$ cat src/vca_pkg.sv
// Package of the voice channel allocator: field widths, defaults, codes and types.
// No dependencies; used by every other file of the block but assert_macros.svh.
`default_nettype none

package vca_pkg;

  // Parameter defaults
  localparam int CHANNELS_DEF  = 15;
  localparam int NOTE_BITS_DEF = 16;
  localparam int BEAT_BITS_DEF = 32;

  // Fixed port field widths
  localparam int KIND_W    = 1;
  localparam int NOTE_W    = 16;
  localparam int BEAT_W    = 32;
  localparam int SPAN_CH_W = 4;
  localparam int AGE_W     = 32;

  // Event kinds
  localparam logic [KIND_W-1:0] KIND_END   = 1'b0;
  localparam logic [KIND_W-1:0] KIND_START = 1'b1;

  // Sequencer states
  typedef enum logic [1:0] {
    ST_IDLE,
    ST_SCAN,
    ST_DRAIN,
    ST_DONE
  } state_t;

  // Control from the sequencer to the scan unit
  typedef struct packed {
    logic clr;
    logic vld;
    logic start_mode;
    logic entry_active;
  } scan_ctrl_t;

  // Status from the scan unit back to the sequencer
  typedef struct packed {
    logic found;
    logic emit;
    logic stolen;
  } scan_stat_t;

endpackage

`default_nettype wire

$ cat src/vca_if.sv
// Channel interfaces of the voice channel allocator: note events in, closed spans out.
// Depends on vca_pkg for field widths.
`default_nettype none

interface vca_in_if import vca_pkg::*; ();
  logic              valid;
  logic              ready;
  logic [KIND_W-1:0] kind;
  logic [NOTE_W-1:0] note_id;
  logic [BEAT_W-1:0] beat_time;

  modport source (output valid, kind, note_id, beat_time, input ready);
  modport sink   (input valid, kind, note_id, beat_time, output ready);
endinterface

interface vca_out_if import vca_pkg::*; ();
  logic                 valid;
  logic                 ready;
  logic [SPAN_CH_W-1:0] span_channel;
  logic [NOTE_W-1:0]    span_note;
  logic [BEAT_W-1:0]    span_begin;
  logic [BEAT_W-1:0]    span_end;
  logic                 span_stolen;

  modport source (output valid, span_channel, span_note, span_begin, span_end, span_stolen,
                  input ready);
  modport sink   (input valid, span_channel, span_note, span_begin, span_end, span_stolen,
                  output ready);
endinterface

`default_nettype wire

$ cat src/vca_voice_mem.sv
// Per-channel voice store: note, start beat and activation age, one entry per channel.
// Depends on vca_pkg; one write port, one registered read port.
`default_nettype none

module vca_voice_mem import vca_pkg::*; #(
  parameter int CHANNELS  = CHANNELS_DEF,
  parameter int NOTE_BITS = NOTE_BITS_DEF,
  parameter int BEAT_BITS = BEAT_BITS_DEF,
  localparam int CH_W     = (CHANNELS > 1) ? $clog2(CHANNELS) : 1
) (
  input  wire logic                 clk,
  input  wire logic                 we,
  input  wire logic [CH_W-1:0]      waddr,
  input  wire logic [NOTE_BITS-1:0] wnote,
  input  wire logic [BEAT_BITS-1:0] wbegin,
  input  wire logic [AGE_W-1:0]     wage,
  input  wire logic                 re,
  input  wire logic [CH_W-1:0]      raddr,
  output logic      [NOTE_BITS-1:0] rnote,
  output logic      [BEAT_BITS-1:0] rbegin,
  output logic      [AGE_W-1:0]     rage
);

  logic [NOTE_BITS-1:0] note_mem  [CHANNELS];
  logic [BEAT_BITS-1:0] begin_mem [CHANNELS];
  logic [AGE_W-1:0]     age_mem   [CHANNELS];

  // Write port
  always_ff @(posedge clk) begin
    if (we) begin
      note_mem[waddr]  <= wnote;
      begin_mem[waddr] <= wbegin;
      age_mem[waddr]   <= wage;
    end
  end

  // Registered read port
  always_ff @(posedge clk) begin
    if (re) begin
      rnote  <= note_mem[raddr];
      rbegin <= begin_mem[raddr];
      rage   <= age_mem[raddr];
    end
  end

endmodule

`default_nettype wire

$ cat src/vca_scan_unit.sv
// Shared compare unit: looks at one channel entry per cycle and keeps the running pick
// (first free, oldest voice, or first matching note). Depends on vca_pkg.
`default_nettype none

module vca_scan_unit import vca_pkg::*; #(
  parameter int CHANNELS  = CHANNELS_DEF,
  parameter int NOTE_BITS = NOTE_BITS_DEF,
  parameter int BEAT_BITS = BEAT_BITS_DEF,
  localparam int CH_W     = (CHANNELS > 1) ? $clog2(CHANNELS) : 1
) (
  input  wire logic                 clk,
  input  wire logic                 rst_n,
  input  wire scan_ctrl_t           ctrl,
  input  wire logic [CH_W-1:0]      idx,
  input  wire logic [NOTE_BITS-1:0] entry_note,
  input  wire logic [BEAT_BITS-1:0] entry_begin,
  input  wire logic [AGE_W-1:0]     entry_age,
  input  wire logic [NOTE_BITS-1:0] item_note,
  input  wire logic [AGE_W-1:0]     count,
  output scan_stat_t                stat,
  output logic      [CH_W-1:0]      sel_ch,
  output logic      [NOTE_BITS-1:0] sel_note,
  output logic      [BEAT_BITS-1:0] sel_begin
);

  logic                 found_r;
  logic                 have_best_r;
  logic [CH_W-1:0]      free_ch_r;
  logic [CH_W-1:0]      best_ch_r;
  logic [AGE_W-1:0]     best_dist_r;
  logic [NOTE_BITS-1:0] best_note_r;
  logic [BEAT_BITS-1:0] best_begin_r;

  logic [AGE_W-1:0] age_gap;
  logic             take_free;
  logic             take_best;
  logic             take_match;

  // Age distance, modulo 2^32
  assign age_gap = count - entry_age;

  // Decisions for the entry on hand
  always_comb begin
    take_free  = 1'b0;
    take_best  = 1'b0;
    take_match = 1'b0;
    if (ctrl.vld && !found_r) begin
      if (ctrl.start_mode) begin
        take_free = !ctrl.entry_active;
        take_best = ctrl.entry_active && (!have_best_r || (age_gap > best_dist_r));
      end else begin
        take_match = ctrl.entry_active && (entry_note == item_note);
      end
    end
  end

  // Control flags
  always_ff @(posedge clk) begin
    if (!rst_n) begin
      found_r     <= 1'b0;
      have_best_r <= 1'b0;
    end else if (ctrl.clr) begin
      found_r     <= 1'b0;
      have_best_r <= 1'b0;
    end else begin
      if (take_free || take_match) found_r <= 1'b1;
      if (take_best) have_best_r <= 1'b1;
    end
  end

  // Candidate payload; a matching note reuses the oldest-voice slot
  always_ff @(posedge clk) begin
    if (take_free) free_ch_r <= idx;
    if (take_best) best_dist_r <= age_gap;
    if (take_best || take_match) begin
      best_ch_r    <= idx;
      best_note_r  <= entry_note;
      best_begin_r <= entry_begin;
    end
  end

  // Result of the scan
  assign stat.found  = found_r;
  assign stat.stolen = ctrl.start_mode && !found_r;
  assign stat.emit   = ctrl.start_mode ? !found_r : found_r;
  assign sel_ch      = (ctrl.start_mode && found_r) ? free_ch_r : best_ch_r;
  assign sel_note    = best_note_r;
  assign sel_begin   = best_begin_r;

endmodule

`default_nettype wire

$ cat src/voice_channel_allocator_core.sv
// Top level of the voice channel allocator: sequencer, active flags, activation counter
// and span output register. Depends on vca_pkg, vca_if, vca_voice_mem, vca_scan_unit.
//
//  channel   dir  payload                                            transfer
//  in_chan   in   kind, note_id, beat_time                           valid && ready
//  out_chan  out  span_channel, span_note, span_begin, span_end,     valid && ready
//                 span_stolen
//
// Each event passes the scan, drain and done states: the scan reads one channel
// per cycle through the single read port of the voice store, then a drain and a commit.
// in_chan.ready is high only while the sequencer is idle.
// Commit waits while a span is due and the output register still holds an untaken span.
// Reset (rst_n low, synchronous) clears the active flags, the counter and out valid;
// the voice store needs no clearing.
`default_nettype none

module voice_channel_allocator_core import vca_pkg::*; #(
  parameter int CHANNELS  = CHANNELS_DEF,
  parameter int NOTE_BITS = NOTE_BITS_DEF,
  parameter int BEAT_BITS = BEAT_BITS_DEF
) (
  input  wire logic clk,
  input  wire logic rst_n,
  vca_in_if.sink    in_chan,
  vca_out_if.source out_chan
);

  localparam int CH_W = (CHANNELS > 1) ? $clog2(CHANNELS) : 1;
  localparam logic [CH_W-1:0] LAST_CH = CH_W'(CHANNELS - 1);

  state_t state_r, state_nxt;

  logic [KIND_W-1:0]    kind_r;
  logic [NOTE_BITS-1:0] note_r;
  logic [BEAT_BITS-1:0] beat_r;
  logic [CH_W-1:0]      rd_idx_r;
  logic [CH_W-1:0]      idx_d_r;
  logic                 scan_vld_r;
  logic [CHANNELS-1:0]  active_r;
  logic [AGE_W-1:0]     count_r;

  logic                 out_valid_r, out_valid_nxt;
  logic [SPAN_CH_W-1:0] out_ch_r;
  logic [NOTE_W-1:0]    out_note_r;
  logic [BEAT_W-1:0]    out_begin_r;
  logic [BEAT_W-1:0]    out_end_r;
  logic                 out_stolen_r;

  logic                 in_ready;
  logic                 accept;
  logic                 rd_en;
  logic                 commit;
  logic                 load_out;
  logic                 is_start;

  scan_ctrl_t           ctrl;
  scan_stat_t           stat;
  logic [CH_W-1:0]      sel_ch;
  logic [NOTE_BITS-1:0] sel_note;
  logic [BEAT_BITS-1:0] sel_begin;
  logic [NOTE_BITS-1:0] rd_note;
  logic [BEAT_BITS-1:0] rd_begin;
  logic [AGE_W-1:0]     rd_age;

  assign is_start = (kind_r == KIND_START);
  assign accept   = in_chan.valid && in_ready;
  assign load_out = commit && stat.emit;

  // Sequencer: next state and strobes
  always_comb begin
    state_nxt = state_r;
    in_ready  = 1'b0;
    rd_en     = 1'b0;
    commit    = 1'b0;
    case (state_r)
      ST_IDLE: begin
        in_ready = 1'b1;
        if (in_chan.valid) state_nxt = ST_SCAN;
      end
      ST_SCAN: begin
        rd_en = 1'b1;
        if (rd_idx_r == LAST_CH) state_nxt = ST_DRAIN;
      end
      ST_DRAIN: begin
        state_nxt = ST_DONE;
      end
      ST_DONE: begin
        if (!stat.emit || !out_valid_r || out_chan.ready) begin
          commit    = 1'b1;
          state_nxt = ST_IDLE;
        end
      end
      default: begin
        state_nxt = ST_IDLE;
      end
    endcase
  end

  always_ff @(posedge clk) begin
    if (!rst_n) begin
      state_r <= ST_IDLE;
    end else begin
      state_r <= state_nxt;
    end
  end

  // Event capture
  always_ff @(posedge clk) begin
    if (accept) begin
      kind_r <= in_chan.kind;
      note_r <= NOTE_BITS'(in_chan.note_id);
      beat_r <= BEAT_BITS'(in_chan.beat_time);
    end
  end

  // Scan address and read pipeline tag
  always_ff @(posedge clk) begin
    if (!rst_n) begin
      rd_idx_r   <= '0;
      scan_vld_r <= 1'b0;
    end else begin
      if (accept) begin
        rd_idx_r <= '0;
      end else if (rd_en && (rd_idx_r != LAST_CH)) begin
        rd_idx_r <= rd_idx_r + 1'b1;
      end
      scan_vld_r <= rd_en;
    end
  end

  always_ff @(posedge clk) begin
    idx_d_r <= rd_idx_r;
  end

  // Active flags and activation counter
  always_ff @(posedge clk) begin
    if (!rst_n) begin
      active_r <= '0;
      count_r  <= '0;
    end else if (commit) begin
      if (is_start) begin
        active_r[sel_ch] <= 1'b1;
        count_r          <= count_r + 1'b1;
      end else if (stat.found) begin
        active_r[sel_ch] <= 1'b0;
      end
    end
  end

  // Voice store
  vca_voice_mem #(
    .CHANNELS  (CHANNELS),
    .NOTE_BITS (NOTE_BITS),
    .BEAT_BITS (BEAT_BITS)
  ) u_mem (
    .clk    (clk),
    .we     (commit && is_start),
    .waddr  (sel_ch),
    .wnote  (note_r),
    .wbegin (beat_r),
    .wage   (count_r),
    .re     (rd_en),
    .raddr  (rd_idx_r),
    .rnote  (rd_note),
    .rbegin (rd_begin),
    .rage   (rd_age)
  );

  // Shared compare unit
  assign ctrl.clr          = accept;
  assign ctrl.vld          = scan_vld_r;
  assign ctrl.start_mode   = is_start;
  assign ctrl.entry_active = active_r[idx_d_r];

  vca_scan_unit #(
    .CHANNELS  (CHANNELS),
    .NOTE_BITS (NOTE_BITS),
    .BEAT_BITS (BEAT_BITS)
  ) u_scan (
    .clk         (clk),
    .rst_n       (rst_n),
    .ctrl        (ctrl),
    .idx         (idx_d_r),
    .entry_note  (rd_note),
    .entry_begin (rd_begin),
    .entry_age   (rd_age),
    .item_note   (note_r),
    .count       (count_r),
    .stat        (stat),
    .sel_ch      (sel_ch),
    .sel_note    (sel_note),
    .sel_begin   (sel_begin)
  );

  // Span output register
  always_comb begin
    out_valid_nxt = out_valid_r && !out_chan.ready;
    if (load_out) out_valid_nxt = 1'b1;
  end

  always_ff @(posedge clk) begin
    if (!rst_n) begin
      out_valid_r <= 1'b0;
    end else begin
      out_valid_r <= out_valid_nxt;
    end
  end

  always_ff @(posedge clk) begin
    if (load_out) begin
      out_ch_r     <= SPAN_CH_W'(sel_ch);
      out_note_r   <= NOTE_W'(sel_note);
      out_begin_r  <= BEAT_W'(sel_begin);
      out_end_r    <= BEAT_W'(beat_r);
      out_stolen_r <= stat.stolen;
    end
  end

  assign in_chan.ready         = in_ready;
  assign out_chan.valid        = out_valid_r;
  assign out_chan.span_channel = out_ch_r;
  assign out_chan.span_note    = out_note_r;
  assign out_chan.span_begin   = out_begin_r;
  assign out_chan.span_end     = out_end_r;
  assign out_chan.span_stolen  = out_stolen_r;

endmodule

`default_nettype wire

$ cat src/flat_wrapper.sv
// flat-port wrapper written by rule: the top's interface ports become plain ports
module voice_channel_allocator_core_flat import vca_pkg::*;
#(
  parameter int CHANNELS  = CHANNELS_DEF,
  parameter int NOTE_BITS = NOTE_BITS_DEF,
  parameter int BEAT_BITS = BEAT_BITS_DEF
)
  (clk, rst_n, in_chan_valid, in_chan_kind, in_chan_note_id, in_chan_beat_time, in_chan_ready, out_chan_valid, out_chan_span_channel, out_chan_span_note, out_chan_span_begin, out_chan_span_end, out_chan_span_stolen, out_chan_ready);
  vca_in_if in_chan_i ();
  vca_out_if out_chan_i ();
  input  wire logic clk;
  input  wire logic rst_n;
  input wire logic [$bits(in_chan_i.valid)-1:0] in_chan_valid;
  input wire logic [$bits(in_chan_i.kind)-1:0] in_chan_kind;
  input wire logic [$bits(in_chan_i.note_id)-1:0] in_chan_note_id;
  input wire logic [$bits(in_chan_i.beat_time)-1:0] in_chan_beat_time;
  output wire logic [$bits(in_chan_i.ready)-1:0] in_chan_ready;
  output wire logic [$bits(out_chan_i.valid)-1:0] out_chan_valid;
  output wire logic [$bits(out_chan_i.span_channel)-1:0] out_chan_span_channel;
  output wire logic [$bits(out_chan_i.span_note)-1:0] out_chan_span_note;
  output wire logic [$bits(out_chan_i.span_begin)-1:0] out_chan_span_begin;
  output wire logic [$bits(out_chan_i.span_end)-1:0] out_chan_span_end;
  output wire logic [$bits(out_chan_i.span_stolen)-1:0] out_chan_span_stolen;
  input wire logic [$bits(out_chan_i.ready)-1:0] out_chan_ready;
  assign in_chan_i.valid = in_chan_valid;
  assign in_chan_i.kind = in_chan_kind;
  assign in_chan_i.note_id = in_chan_note_id;
  assign in_chan_i.beat_time = in_chan_beat_time;
  assign in_chan_ready = in_chan_i.ready;
  assign out_chan_valid = out_chan_i.valid;
  assign out_chan_span_channel = out_chan_i.span_channel;
  assign out_chan_span_note = out_chan_i.span_note;
  assign out_chan_span_begin = out_chan_i.span_begin;
  assign out_chan_span_end = out_chan_i.span_end;
  assign out_chan_span_stolen = out_chan_i.span_stolen;
  assign out_chan_i.ready = out_chan_ready;
  voice_channel_allocator_core #(.CHANNELS(CHANNELS), .NOTE_BITS(NOTE_BITS), .BEAT_BITS(BEAT_BITS)) u_core (.clk(clk), .rst_n(rst_n), .in_chan(in_chan_i), .out_chan(out_chan_i));
endmodule
$ cat config.mk
export PLATFORM = sky130hd
export DESIGN_NAME = voice_channel_allocator_core_flat
export DESIGN_NICKNAME = d
export VERILOG_FILES = /design/src/vca_pkg.sv /design/src/vca_if.sv /design/src/vca_voice_mem.sv /design/src/vca_scan_unit.sv /design/src/voice_channel_allocator_core.sv /design/src/flat_wrapper.sv
export SDC_FILE = /design/constraint.sdc
export NUM_CORES = 2
export LEC_CHECK = 0
export BUFFER_PORTS_ARGS = -buffer_cell sky130_fd_sc_hd__buf_2
export CAP_MARGIN = 20
export CORE_ASPECT_RATIO = 0.5
export CORE_MARGIN = 10
export CORE_UTILIZATION = 62
export DETAILED_ROUTE_END_ITERATION = 10
export PLACE_DENSITY = 0.79
export SYNTH_ARGS = -nofsm -noshare
export SYNTH_HDL_FRONTEND = slang
export SYNTH_SLANG_ARGS = --single-unit
$ cat constraint.sdc
create_clock -name clk -period 7.1 [get_ports clk]
set_input_delay 0.355 -clock clk [delete_from_list [all_inputs] [get_ports clk]]
set_output_delay 0.355 -clock clk [all_outputs]
set_load 0.05 [all_outputs]
**Yosys cells after proc, flatten, opt, wreduce, memory -nomap -nowiden**

Memory sizes are Yosys's and may differ from the RTL's. A register that Yosys moved wholly into a read port is not among the register bits.
Cells that the tools add are included.
Widths: inputs -> output; s select.

- Add/sub/neg operators: 3
- $mul: 0
- Div/mod/pow operators: 0
- Magnitude comparators: 4
- Eq/ne operators: 9
- Shift operators: 0
- Muxes and demuxes: 25
- Bitwise gates (word level): 4
- Reduce and logical (&&, ||, !) cells: 28

Operators by type and width:

| operator | count |
|---|---|
| $add 32x1->32 const B | 1 |
| $gt 32x32->1 | 1 |
| $sub 32x32->32 | 1 |
| $mux 15 | 2 |
| $eq 16x16->1 | 1 |
| $mux 1 | 16 |
| $and 15x15->15 | 1 |
| $not 15->15 | 1 |
| $or 15x15->15 | 1 |
| $logic_and 1x1->1 | 11 |
| $lt 4x5->1 const B | 2 |
| $pmux 2 s4 | 1 |
| $logic_not 1->1 | 6 |
| $mux 2 | 3 |
| $logic_or 1x1->1 | 5 |
| $add 4x1->4 const B | 1 |
| $bmux 1 s4 | 1 |
| $demux 1 s4 | 1 |
| $eq 2x2->1 const B | 2 |
| $eq 4x4->1 const B | 1 |
| $ge 4x1->1 const B | 1 |
| $mux 4 | 1 |
| $ne 2x1->1 const B | 2 |
| $ne 4x4->1 const B | 1 |
| other kinds (8) | 9 |

- Register bits after elaboration: 283
- Bits in latches: 0
- Bits in writable memories: 1200
- ROM bits: 0
- Input port bits: 53
- Word-level logic and storage cells: 98
- Memories: 3

Memory list:

| memory | words | width | read ports | clocked after memory_dff | wr ports | RTL line | RTL |
|---|---|---|---|---|---|---|---|
| u_core.u_mem.age_mem | 15 | 32 | 1 | 1 | 1 | vca_voice_mem.sv:26 | `logic [AGE_W-1:0] age_mem [CHANNELS];` |
| u_core.u_mem.begin_mem | 15 | 32 | 1 | 1 | 1 | vca_voice_mem.sv:25 | `logic [BEAT_BITS-1:0] begin_mem [CHANNELS];` |
| u_core.u_mem.note_mem | 15 | 16 | 1 | 1 | 1 | vca_voice_mem.sv:24 | `logic [NOTE_BITS-1:0] note_mem [CHANNELS];` |

**Logic depth before layout (Yosys ltp)**

- Depth in word-level cells: 10
- Gate-level depth with buffers: 21

**Hierarchy**

From an unflattened synthesis, not the netlist that was laid out.

- Cell total of the unflattened synthesis: 3167
- Area total of the unflattened synthesis: 60412.9 um^2

Modules (own cells, without submodules):

| module | times used | cells an instance | area an instance (um^2) |
|---|---|---|---|
| vca_voice_mem | 1 | 2204 | 47838.4 |
| voice_channel_allocator_core | 1 | 462 | 6995.5 |
| vca_scan_unit | 1 | 501 | 5579.1 |

**Worst setup path before layout**

OpenSTA, ideal clock, no wires.

- Path kind: reg2reg
- Start point: register u_core.count_r[4]
- End point: register u_core.u_scan.best_ch_r[0], enable pin
- Library setup time: 616 ps
- Arrival time: 5447 ps
- Required time: 6484 ps
- Slack: 1037 ps
- Stages on the path, launching flop included: 19
- Buffers on the path: 0
- Clock period less this slack: 6063 ps
- Path through: dfxtp_1 -> ha_1 -> a21o_1 -> a31o_2 -> a211oi_2 -> o41ai_4 -> a211oi_2 -> o21ai_1 -> a21oi_1 -> xnor2_1 -> ha_1 -> a21o_1 -> a21o_1 -> a21oi_1 -> o21ai_0 -> a21o_1 -> a2111o_1 -> o221a_2 -> nand2b_1

- Cells in the longest elaborated chain, start to end: 7

RTL lines:

| element | RTL line | RTL |
|---|---|---|
| start, declared | voice_channel_allocator_core.sv:40 | `logic [AGE_W-1:0] count_r;` |
| start signal, assigned | voice_channel_allocator_core.sv:143 | `count_r <= count_r + 1'b1;` |
| $sub 32x32->32 | vca_scan_unit.sv:40 | `assign age_gap = count - entry_age;` |
| named net u_core.u_scan.age_gap[21] | vca_scan_unit.sv:34 | `logic [AGE_W-1:0] age_gap;` |
| $gt 32x32->1 | vca_scan_unit.sv:50 | `take_best = ctrl.entry_active && (!have_best_r \|\| (age_gap > best_dist_r));` |
| $logic_or 1x1->1 | vca_scan_unit.sv:50 |  |
| $logic_and 1x1->1 | vca_scan_unit.sv:50 |  |
| $mux 1 | vca_scan_unit.sv:48 | `if (ctrl.start_mode) begin` |
| $mux 1 | vca_scan_unit.sv:47 | `if (ctrl.vld && !found_r) begin` |
| named net u_core.u_scan.take_best | vca_scan_unit.sv:36 | `logic take_best;` |
| $logic_or 1x1->1 | vca_scan_unit.sv:75 | `if (take_best \|\| take_match) begin` |
| end signal, assigned | vca_scan_unit.sv:76 | `best_ch_r <= idx;` |
| end, declared | vca_scan_unit.sv:29 | `logic [CH_W-1:0] best_ch_r;` |

The timed path passes the listed nets, and every way through them passes these cells.
A chain may end at the register's enable or synchronous reset.

**Worst setup path after layout**

- Start point: register u_core.count_r[2]
- End point: register u_core.u_scan.best_note_r[14] (netlist: u_core.u_scan.sel_note[14]), enable pin

- Cells in the longest elaborated chain, start to end: 7

RTL lines:

| element | RTL line | RTL |
|---|---|---|
| $sub 32x32->32 | vca_scan_unit.sv:40 |  |
| named net u_core.u_scan.age_gap[21] | vca_scan_unit.sv:34 |  |
| $gt 32x32->1 | vca_scan_unit.sv:50 |  |
| $logic_or 1x1->1 | vca_scan_unit.sv:50 |  |
| $logic_and 1x1->1 | vca_scan_unit.sv:50 |  |
| $mux 1 | vca_scan_unit.sv:48 |  |
| $mux 1 | vca_scan_unit.sv:47 |  |
| named net u_core.u_scan.take_best | vca_scan_unit.sv:36 |  |
| $logic_or 1x1->1 | vca_scan_unit.sv:75 |  |
| end signal, assigned | vca_scan_unit.sv:77 | `best_note_r <= entry_note;` |
| end, declared | vca_scan_unit.sv:31 | `logic [NOTE_BITS-1:0] best_note_r;` |

The timed path passes the listed nets, and every way through them passes these cells.

==> flow_summary.ini <==
[status]
status = complete, no violations

[timing]
worst-slew-pin-transition_ns = 1.12
slew_violations = 0
skew_ns = 0.0345
hold_violations = 0
period_needed_ns = 5.79
min_period_over_period_pct = 81.5
max_freq_mhz = 173
rsz0062_at_grt = no
slew_headroom_pct = 25.2
setup_viol = 0
finalSetupTns_ns = 0

[floorplan]
fp.coreArea_um2 = 96100
row_count = 80
dieWidth_um = 462
dieHeight_um = 241
fp.dieArea_um2 = 111000
io_pins = 140
initial_core_util_pct = 63.0

[drt]
wl_mm = 135
drc = 0
detail-route-antenna-nets = 0
wl_met3_mm = 10.9
top_layer_used = met4
wl_met2_mm = 66.8
wl_met1_mm = 52.1
first_iter_violations = 3526
via_count = 30900
avgViaCountPerCell = 6.51
wl_per_cell_um = 28.3
dr.pass1.iters = 7

[placement]
dpl.hpwl_mm = 64.6
port_buffers = 139
gp_congestion = 0.841

[finish]
area_growth_pct = 11.8
final_core_util_pct = 70.5
diodes = 0
layout.nets = 3505
drive_gt1_share_pct = 18.9

[clock_network]
cts_tree = built
cts_root_buffer = clkbuf_16
htree_levels = 4
clkLatencyLatePin_ns = 0.77
cts-buffers-inserted = 131
cts_buffer_depth = 3
post_cts_buffers = 0
cts.sinks = 1563
cts-resized-gates = 0
cts-hold-fix-buffers = 50
clkTransAtPathRegs_ns = 0.07

[flow_run]
drv_cap = 0

[synthesis]
synth_edf_count = 1502
syn-instance-count = 3153
syn_avg_cell_area_um2 = 19.2
synth_seq_cells = 1563
synth_area_um2 = 60600
synth_nets = 3280
synth_cell_types = 62
async_flop_share_pct = 0
yosys_warnings = 0
synthFlopType = edfxtp_1
ys_seq_area_share_pct = 76.5

[grt]
grt_max_degree = 178
gr-total-overflow = 0
grt_pass1_wl_mm = 202
first_global_vias = 31800
antenna_found_initial = 0
grtUsageTotal_pct = 24.3

[setup_path]
crit_arrival_ns = 6.25
cp-end-kind = register
worstSetupStartpointType = register
required_ns = 7.56
critPathMaxFanout = 35
criticalPathCategory = register to register

[power]
ir_drop_v = 0.000265
p_leak_nw = 20.4
p_per_area_nw_per_um2 = 313

[hold_path]
hold_class = input pin to register
==> per-layer routing <==
metal | up-vias | global-route usage [%]
li1 | 13000 | -
met1 | 15900 | 32.7
met2 | 1675 | 40.1
met3 | 309 | 4.16
met4 | 0 | 9.60
met5 | - | 0
==> power by group <==
| part | leakage [nW] | total, mW | internal (mW) | switching (mW) |
|---|---|---|---|---|
| registers | 13.2 | 11.2 | 10.8 | 0.395 |
| clock network | 2.07 | 7.28 | 4.00 | 3.28 |
| logic | 5.09 | 2.78 | 1.11 | 1.67 |
==> sequential cells by signal, indices dropped and copies added (netlist names), 2 cells and up, named ones only <==
| register | flops |
|---|---|
| u_core.u_scan.best_ch_r | 4 |
| u_core.out_chan.span_end | 32 |
| u_core.beat_r | 32 |
| u_core.u_mem.rnote | 16 |
| u_core.u_mem.rbegin | 32 |
| u_core.u_mem.begin_mem | 480 |
| u_core.rd_idx_r | 4 |
| u_core.u_mem.note_mem | 240 |
| u_core.u_mem.rage | 32 |
| u_core.u_scan.free_ch_r | 4 |
| u_core.out_chan.span_begin | 32 |
| u_core.out_chan.span_channel | 4 |
| u_core.count_r | 32 |
| u_core.out_chan.span_note | 16 |
| u_core.note_r | 16 |
| u_core.state_r | 2 |
| u_core.u_scan.sel_begin | 32 |
| u_core.u_scan.sel_note | 16 |
| u_core.idx_d_r | 4 |
| u_core.u_mem.age_mem | 480 |
| u_core.u_scan.best_dist_r | 32 |
==> cells in the mapped netlist, drive strengths merged, types with 2 or more instances <==
master | n | area (um^2)
mux4 | 244 | 5500
o2111ai | 3 | 26.3
o21a | 7 | 52.6
nand3 | 26 | 143
and4 | 5 | 43.8
nand2b | 6 | 37.5
xnor2 | 52 | 455
dfxtp | 61 | 1220
inv | 89 | 334
o22ai | 2 | 12.5
a21boi | 20 | 150
a21oi | 117 | 593
nand4 | 19 | 125
or2 | 2 | 12.5
mux2i | 168 | 1680
or3 | 19 | 119
o21bai | 4 | 30.0
nor2b | 89 | 557
nor2 | 52 | 195
and2 | 33 | 208
a21o | 24 | 183
buf | 48 | 239
nor3 | 9 | 45.0
xor2 | 17 | 149
nand2 | 121 | 454
nand3b | 2 | 15.0
a211oi | 87 | 668
and3 | 14 | 90.1
ha | 73 | 913
a31oi | 6 | 37.5
o21ai | 120 | 601
edfxtp | 1502 | 45100
clkbuf | 95 | 357
==> metrics by stage <==
step / setup slack [ns] / instances / area [um^2] / hold WS, ns / power, mW
2_1_floorplan: 1.04 / 3153 / 60600 / 0.329 / 13.2
3_3_place_gp: 1.25 / 4464 / 62900 / 0.401 / 13.9
4_1_cts: 1.07 / 4749 / 67600 / 0.00372 / 21.3
6_report: 1.31 / 4751 / 67700 / 0.0410 / 21.2
3_5_place_dp: 1.12 / 4464 / 62900 / 0.405 / 14.0
5_1_grt: 0.964 / 4751 / 67700 / 0.0664 / 21.9
==> cell families after synthesis <==
| kind of cell | share of synthesized area, % |
|---|---|
| AO/OA/AOI/OAI | 4.16 |
| XOR/XNOR | 0.998 |
| adder cells (fa/ha/maj) | 1.54 |
| buffers and inverters | 1.54 |
| flip-flops | 76.5 |
| multiplexers | 11.9 |
| AND/OR/NAND/NOR | 3.41 |
==> cell usage in the layout, fill, tap and decap left out, types with 20 or more instances in the layout <==
| cell type | instances |
|---|---|
| dfxtp_1 | 57 |
| buf_2 | 139 |
| clkbuf_16 | 135 |
| o21ai_0 | 116 |
| clkinv_1 | 27 |
| nand2_1 | 121 |
| and2_1 | 31 |
| buf_4 | 31 |
| edfxtp_1 | 1502 |
| nand3_1 | 25 |
| a21oi_1 | 115 |
| a21o_1 | 22 |
| mux2i_1 | 168 |
| clkbuf_1 | 22 |
| dlygate4sd3_1 | 50 |
| nor2b_1 | 89 |
| inv_1 | 89 |
| a21boi_0 | 20 |
| nor2_1 | 36 |
| xnor2_1 | 52 |
| ha_1 | 72 |
| mux4_2 | 244 |
| a211oi_1 | 84 |
==> final cells by class <==
class,count,area [um^2]
Tap cell,1271,1590
Fill cell,5581,28400
Timing Repair Buffer,235,1740
Clock inverter,76,761
Multi-Input combinational cell,1358,13400
Clock buffer,159,3490
Inverter,89,334
Sequential cell,1563,46300
==> final timing paths <==
check                                                           from  slack [ns]                                      end  depth (start not counted)
worst max register to register        u_core.count_r[2]$_SDFFE_PN0P_        1.31     u_core.u_scan.sel_note[14]$_DFFE_PP_                         19
worst min-delay path                                   in_chan_valid        0.04           u_core.state_r[0]$_SDFFE_PN0P_                          5
worst max-delay path                  u_core.count_r[2]$_SDFFE_PN0P_        1.31     u_core.u_scan.sel_note[14]$_DFFE_PP_                         19
worst min register to register  u_core.u_scan.sel_note[14]$_DFFE_PP_        0.41  u_core.out_chan.span_note[14]$_DFFE_PP_                          0
==> critical path: stages (launching register included) <==
cell	delay [ns]
dfxtp_1	0.77
ha_1	0.41
o21ai_1	0.28
a2111oi_4	0.09
a211oi_2	0.47
o41ai_4	0.21
a211oi_2	0.28
o21ai_1	0.10
a21oi_1	0.20
xnor2_1	0.19
ha_1	0.30
a21o_1	0.18
a21o_1	0.16
a21oi_1	0.14
o21ai_0	0.13
a21o_1	0.17
a2111o_1	0.40
o221a_2	0.32
nand2b_4	0.33
buf_16	0.31
Power figures use the tool's default switching activity.
